**src/design/dsa_pkg.sv**
```systemverilog
// Package for the deadline slot allocator: request and response payloads,
// controller states, and the command/status bundles between controller and datapath.
// No dependencies.
package dsa_pkg;

  localparam int MAX_SLOTS_DEF = 4096;
  localparam int DL_W          = 13;
  localparam int RW_W          = 20;
  localparam int SUM_W         = 32;
  localparam logic [DL_W-1:0] NUM_SLOTS_RST = 13'd4096;

  typedef struct packed {
    logic [DL_W-1:0] deadline;
    logic [RW_W-1:0] reward;
  } dsa_req_t;

  typedef struct packed {
    logic             accepted;
    logic [DL_W-1:0]  slot;
    logic [SUM_W-1:0] total_reward;
  } dsa_resp_t;

  typedef enum logic [2:0] {
    S_CLEAR,
    S_IDLE,
    S_RD_Q,
    S_FIRST,
    S_CHASE,
    S_LINK,
    S_DONE
  } dsa_state_t;

  // Controller to datapath
  typedef struct packed {
    logic clr_step;   // write entry at sweep counter with its own index
    logic take_req;   // capture clamped deadline and reward
    logic rd_q;       // read entry at query index
    logic rd_next;    // read entry at last read value, hold it as current link
    logic wr_q;       // write last read value to query entry
    logic start_link; // job accepted: add reward, query the slot below the root
    logic reject;     // job rejected
    logic wr_link;    // write root of the slot below into the taken slot
    logic load_out;   // move result into the output register
  } dsa_cmd_t;

  // Datapath to controller
  typedef struct packed {
    logic clr_last;   // sweep counter at last entry
    logic hit;        // read value equals current link: root found
    logic root_zero;  // read value is slot zero
    logic out_busy;   // output register holds a result that is not being taken
  } dsa_stat_t;

endpackage

```
**src/design/dsa_ctrl.sv**
```systemverilog
// Controller of the deadline slot allocator: sequences clear sweep, lookups and links.
// Depends on dsa_pkg.
module dsa_ctrl (
  input  logic              clk,
  input  logic              rst,
  input  logic              req_valid,
  output logic              req_ready,
  input  dsa_pkg::dsa_stat_t stat,
  output dsa_pkg::dsa_cmd_t  cmd
);
  import dsa_pkg::*;

  dsa_state_t state, state_next;
  logic       second, second_next;

  always_ff @(posedge clk) begin
    if (rst) begin
      state  <= S_CLEAR;
      second <= 1'b0;
    end else begin
      state  <= state_next;
      second <= second_next;
    end
  end

  // next state
  always_comb begin
    state_next  = state;
    second_next = second;
    unique case (state)
      S_CLEAR: if (stat.clr_last) state_next = S_IDLE;
      S_IDLE: begin
        if (req_valid) begin
          state_next  = S_RD_Q;
          second_next = 1'b0;
        end
      end
      S_RD_Q:  state_next = S_FIRST;
      S_FIRST: state_next = S_CHASE;
      S_CHASE: begin
        if (stat.hit) begin
          if (second) begin
            state_next = S_LINK;
          end else if (stat.root_zero) begin
            state_next = S_DONE;
          end else begin
            state_next  = S_RD_Q;
            second_next = 1'b1;
          end
        end
      end
      S_LINK:  state_next = S_DONE;
      S_DONE:  if (!stat.out_busy) state_next = S_IDLE;
      default: state_next = S_CLEAR;
    endcase
  end

  // outputs
  always_comb begin
    cmd       = '0;
    req_ready = 1'b0;
    unique case (state)
      S_CLEAR: cmd.clr_step = 1'b1;
      S_IDLE: begin
        req_ready    = 1'b1;
        cmd.take_req = req_valid;
      end
      S_RD_Q:  cmd.rd_q = 1'b1;
      S_FIRST: cmd.rd_next = 1'b1;
      S_CHASE: begin
        if (stat.hit) begin
          cmd.wr_q = 1'b1;
          if (!second) begin
            cmd.start_link = !stat.root_zero;
            cmd.reject     = stat.root_zero;
          end
        end else begin
          cmd.rd_next = 1'b1;
        end
      end
      S_LINK:  cmd.wr_link = 1'b1;
      S_DONE:  cmd.load_out = !stat.out_busy;
      default: cmd = '0;
    endcase
  end

endmodule

```
**config.mk**
```make
export PLATFORM = sky130hd
export DESIGN_NAME = dsa_ctrl
export DESIGN_NICKNAME = d
export VERILOG_FILES = /design/src/design/dsa_pkg.sv /design/src/design/dsa_ctrl.sv
export SDC_FILE = /design/constraint.sdc
export NUM_CORES = 1
export LEC_CHECK = 0
export BUFFER_PORTS_ARGS = -buffer_cell sky130_fd_sc_hd__buf_2
export CORE_AREA = 2 2 39 41
export DETAILED_ROUTE_END_ITERATION = 10
export DIE_AREA = 0 0 41 43
export PLACE_DENSITY = 0.5
export SLEW_MARGIN = 30
export SYNTH_ARGS = -nofsm -noshare
export SYNTH_HDL_FRONTEND = slang
export SYNTH_SLANG_ARGS = --single-unit
```
**constraint.sdc**
```tcl
create_clock -name clk -period 2.1 [get_ports clk]
set_clock_uncertainty 0.1 [all_clocks]
set_input_delay 0.21 -clock clk [delete_from_list [all_inputs] [get_ports clk]]
set_output_delay 0.21 -clock clk [all_outputs]
set_load 0.1 [all_outputs]
```
### After elaboration in Yosys (flattened, before gate mapping)

Index checks and enable logic that the tools add are counted.

| cells by class | value |
|---|---|
| add/subtract/negate cells | 0 |
| multiply operators | 0 |
| divide/modulo/power cells | 0 |
| magnitude comparators | 0 |
| equality and inequality tests | 10 |
| shifts and indexed selects | 0 |
| muxes and demuxes | 23 |
| bitwise logic cells | 0 |
| reductions and logical operators | 6 |

Operator list:

| kind | number |
|---|---|
| 2-to-1 mux 3 bit | 8 |
| case mux 3 bit (7 select lines) | 1 |
| 2-to-1 mux 1 bit | 11 |
| equality test 3 bit, second input constant | 3 |
| != test 2 bit, second input constant | 4 |
| equality test 3 x 2 -> 1 bit, second input constant | 2 |
| case mux 1 bit (2 select lines) | 2 |
| AND reduction 4 bit | 1 |
| equality test 3 x 1 -> 1 bit, second input constant | 1 |
| logical NOT 3 bit | 1 |
| AND reduction 3 bit | 1 |
| logical NOT 1 bit | 2 |
| 2-to-1 mux 2 bit | 1 |
| nonzero test 2 bit | 1 |

| word-level totals | value |
|---|---|
| register bits after elaboration | 4 |
| latch bits | 0 |
| memory bits (writable) | 0 |
| memory bits (read-only) | 0 |
| output and inout port bits | 10 |
| logic and storage cells | 41 |
| memories | 0 |

### Longest topological paths before layout

| logic depth | value |
|---|---|
| depth in word-level cells | 4 |
| gate-level depth with buffers | 5 |
| mapped depth without buffers | 4 |

### Worst setup path before layout

No wires, ideal clock.

| timing | value |
|---|---|
| path type | reg2reg |
| start point | reg state[1] |
| end point | reg state[1] |
| setup time | 0.089 ns |
| data arrival time | 3.157 ns |
| data required time | 1.911 ns |
| path slack | -1.246 ns |
| stages on the path, launching flop included | 5 |
| path buffers | 1 |
| period minus slack after synthesis | 3.346 ns |
| cells stage by stage | dfxtp_1 buf_4 nor3b_1 nor2_1 o31ai_2 |

| between the ends | value |
|---|---|
| longest elaborated chain between the ends | 3 |
| elaborated cells on any way between the ends | 13 |

Ends and longest elaborated chain:

| item | RTL line | source |
|---|---|---|
| start, declared | dsa_ctrl.sv:13 | `dsa_state_t state, state_next;` |
| start signal, assigned | dsa_ctrl.sv:21 | `state <= state_next;` |
| equality test 3 bit, or another cell as far along | dsa_ctrl.sv:30 | `unique case (state)` |
| != test 2 bit (no line) | -- |  |
| AND reduction 4 bit (no line) | -- |  |

Several ways; a longest one is shown, not always the timed one.
A chain may end at the register's enable or synchronous reset.

==> summary.md <==
| Metric | Value |
|---|---|
| Pre-Repair DR Iteration Count | `4` |
| Post-DRT Antenna Nets | `0` |
| Worst reg2reg startpoint | `state[0]` |
| Most common library cell in the layout ignoring fill and taps | `sky130_fd_sc_hd__buf_2` |
| Total clock buffers created by CTS | `3` |
| Hold violation count in the final report | `0` |
| Vias in the first global route | `330` |
| Max Used Layer | `met3` |
| End of the worst hold path | `second` |
| Met3 wirelength from detailed routing | `68 um` |
| CP endpoint kind | `output port` |
| Port Buffers | `16` |
| Fillers | `141` |
| Insertion delay of the later-clocked pin in the worst-skew pair | `0.24 ns` |
| Setup slack of the most critical reg-to-reg path | `0.64 ns` |
| CTS Buffer Depth | `2` |
| Min-delay src | `rst` |
| XOR/XNOR share of the synthesized area | `0%` |
| Die Span X | `41 um` |
| Layout Area Growth over Synthesis | `66.0%` |
| Highest fanout seen on the critical path | `9` |
| Global-route congestion overflow total | `0` |
| Required time of the critical path | `1.79 ns` |
| Clock Power Share | `15.3%` |
| Met1 layer wirelength in the final routing | `350 um` |
| Placement Rows | `14` |
| Count of unique library cells instantiated by Yosys | `22` |
| Minimum clock period after layout | `1.96 ns` |
| Multiplexer share of the synthesized area | `0%` |
| Antenna violations before repair | `0` |
| Detailed-route vias per instance | `4.81` |
| Worst-path cell with the longest stage delay | `sky130_fd_sc_hd__dfxtp_1` |
| Sw Ratio | `61.2%` |
| Worst Max-Slew Pin Slew | `0.488 ns` |
| Routed vias | `385` |
| P_sw | `383 uW` |
| Max-slew violation count | `0` |
| Initial cell density of the core | `24.2%` |
| Final WL | `844 um` |
| Slowest Stage Delay on Critical Path | `0.38 ns` |
| Worst slew margin | `67.7%` |
| Net count after synthesis | `53` |
| Worst-case reg-to-reg path depth | `4` |
| Outcome | `finished clean` |
| Maximum achievable frequency | `0.511 GHz` |
| Cell depth of the worst min-delay path | `2` |
| P_int | `243 uW` |
| Aggregate negative setup slack | `0 ns` |
| RSZ-0062 raised after global routing | `no` |
| Post-layout net count | `73` |
| Number of H-tree branching levels | `1` |
| Kind of start point of the critical path | `flop` |
| Total die area | `1760 um2` |
| Avg Cell Area, Syn | `7.29 um2` |
| Terminus of the critical flop-to-flop path | `state[2]` |
| Final core utilization | `40.2%` |
| Cell area after placement | `534 um2` |
| Proportion of layout cells with a drive suffix above 1 | `50.0%` |
| Clock-pin slew on the worst setup and hold paths | `0.04 ns` |
| FF+latch count, synth | `4` |
| Met2 layer wire length in the routed design | `424 um` |
| Setup Crit Path Kind | `flop to output port` |
| Top library cells by usage in the layout, fill and taps aside | `sky130_fd_sc_hd__buf_2 (13), sky130_fd_sc_hd__nor2_1 (6), sky130_fd_sc_hd__dfxtp_1 (4)` |
| Global placement routability congestion | `0.727` |
| Sequential cell area | `80.1 um2` |
| Mapped Area | `335 um2` |
| DRC Markers | `0` |
| Detailed placement HPWL | `693 um` |
| Sinks on Clock Net | `4` |
| Post-CTS setup-driven buffer insertion count | `0` |
| Multi-input combinational cell area | `287 um2` |
| Part of the power in combinational logic | `63.1%` |
| Arithmetic-cell share of the synthesized area counting full adders, half adders and majority gates | `0%` |
| Power per Cell Area | `1130 nW/um2` |
| CTS resizes | `0` |
| Sequential power share | `21.5%` |
| First-pass GRT wire length | `1.37 mm` |
| Crit. Startpoint | `state[1]` |
| Ordered cell list for the critical path | `nand2b_1 > nor2_1 > nand2_1 > nor3b_4 > buf_12` |
| Worst slack, placed | `0.373 ns` |
| TritonCTS clock tree | `yes` |
| Setup violation total in the final timing report | `0` |
| Largest family of logic cells by synthesized area | `simple AND/OR/NAND/NOR gates` |
| Area of the core region | `1380 um2` |
| Worst ir drop on vdd | `0.642 mV` |
| # diodes | `0` |
| Kind of path behind the tightest hold check | `input port to flop` |
| Total of max-cap violations | `0` |
| Pin count of the biggest net entering global routing | `12` |
| # IOs | `17` |
| Leakage power | `0.000255 uW` |
| Synth Area in Simple Gates | `46.6%` |
| Post-route fraction of the period consumed by the critical path | `93.2%` |
| Number of DRC violations after detailed-routing iteration 0 | `9` |
| Synth Instances | `46` |
| Clk root buf | `sky130_fd_sc_hd__clkbuf_4` |
| Total non-filler cell area in the finished layout | `557 um2` |
| Height of the die | `43 um` |
| Seq/Total Area, Yosys | `23.9%` |
| Share of the synthesized area in compound gates (AO/OA/AOI/OAI) | `21.3%` |
| Worst-case setup margin in the final layout | `0.143 ns` |
| Arrival time of data at the critical path endpoint | `1.65 ns` |
| Count of warnings emitted by yosys | `0` |
| WL/cell | `10.6 um` |
| Total track usage | `11.4%` |
| Number of buffers inserted for hold repair after clock tree synthesis | `0` |
[flip-flops by register name, indices dropped and copies added (netlist names)]
register  cells
second        1
state         3
[layer usage]
metal	vias to the layer above	global-route usage, %
li1	201	-
met1	172	13.9
met2	12	16.9
met3	0	6.81
met4	0	2.00
met5	-	0
[kinds of logic after synthesis]
logic type | Yosys count
AOI/OAI and AO/OA | 9
buffers and inverters | 5
DFF | 4
and+or+nand+nor | 28
[worst max-delay path, delay by kind of cell, from the launching register on]
family        cells  cell delay [ns]
buf+inv           1             0.20
flops             1             0.38
simple gates      4             0.83
[metrics by stage]
step                cells  power [uW]  hold slack (ns)
global placement       77         537            0.388
finish                 80         626            0.128
CTS                    80         636            0.121
detailed placement     77         536            0.381
global route           80         663            0.136
floorplan              46         479            0.189
[synthesized netlist by cell type]
cell type,instances,share of area [%]
sky130_fd_sc_hd__nor2_1,7,7.8
sky130_fd_sc_hd__nor3_1,6,9.0
sky130_fd_sc_hd__dfxtp_1,4,24
sky130_fd_sc_hd__nand2_1,3,3.4
sky130_fd_sc_hd__nand2b_1,3,5.6
sky130_fd_sc_hd__a21oi_1,2,3.0
sky130_fd_sc_hd__and3b_1,2,5.2
sky130_fd_sc_hd__buf_4,2,4.5
sky130_fd_sc_hd__inv_1,2,2.2
sky130_fd_sc_hd__nor3b_1,2,4.5
sky130_fd_sc_hd__o31ai_1,2,4.5
sky130_fd_sc_hd__and2_1,1,1.9
sky130_fd_sc_hd__and2b_4,1,3.0
sky130_fd_sc_hd__buf_2,1,1.5
sky130_fd_sc_hd__nand3_1,1,1.5
sky130_fd_sc_hd__nand3b_1,1,2.2
sky130_fd_sc_hd__o2111ai_1,1,2.6
sky130_fd_sc_hd__o211ai_1,1,2.2
sky130_fd_sc_hd__o21ai_2,1,2.6
sky130_fd_sc_hd__o2bb2ai_1,1,2.6
sky130_fd_sc_hd__o31ai_2,1,3.7
sky130_fd_sc_hd__or3b_1,1,2.6
[layout make-up]
| cell class | instances | area share, % |
|---|---|---|
| Sequential cell | 4 | 14.4 |
| Tap cell | 16 | 3.60 |
| Multi-Input combinational cell | 37 | 51.5 |
| Inverter | 2 | 1.35 |
| Clock buffer | 3 | 4.04 |
| Timing Repair Buffer | 18 | 25.2 |
[worst max-delay path by stage]
stage / endpoint / slack [ns]
final: cmd[2] / 0.14
after CTS: cmd[2] / 0.12
after floorplan: state[1] / -0.17
after detailed placement: cmd[2] / 0.37
after global placement: cmd[2] / 0.35
after global routing: cmd[2] / 0.03
[power groups by stage]
| stage | combinational (uW) | sequential, uW | clock, uW |
|---|---|---|---|
| 2_1_floorplan | 376 | 103 | 0 |
| 3_3_place_gp | 400 | 136 | 0 |
| 3_5_place_dp | 398 | 137 | 0 |
| 4_1_cts | 399 | 136 | 101 |
| 5_1_grt | 418 | 141 | 104 |
| 6_report | 396 | 135 | 96.0 |
Power figures use the tool's default switching activity.
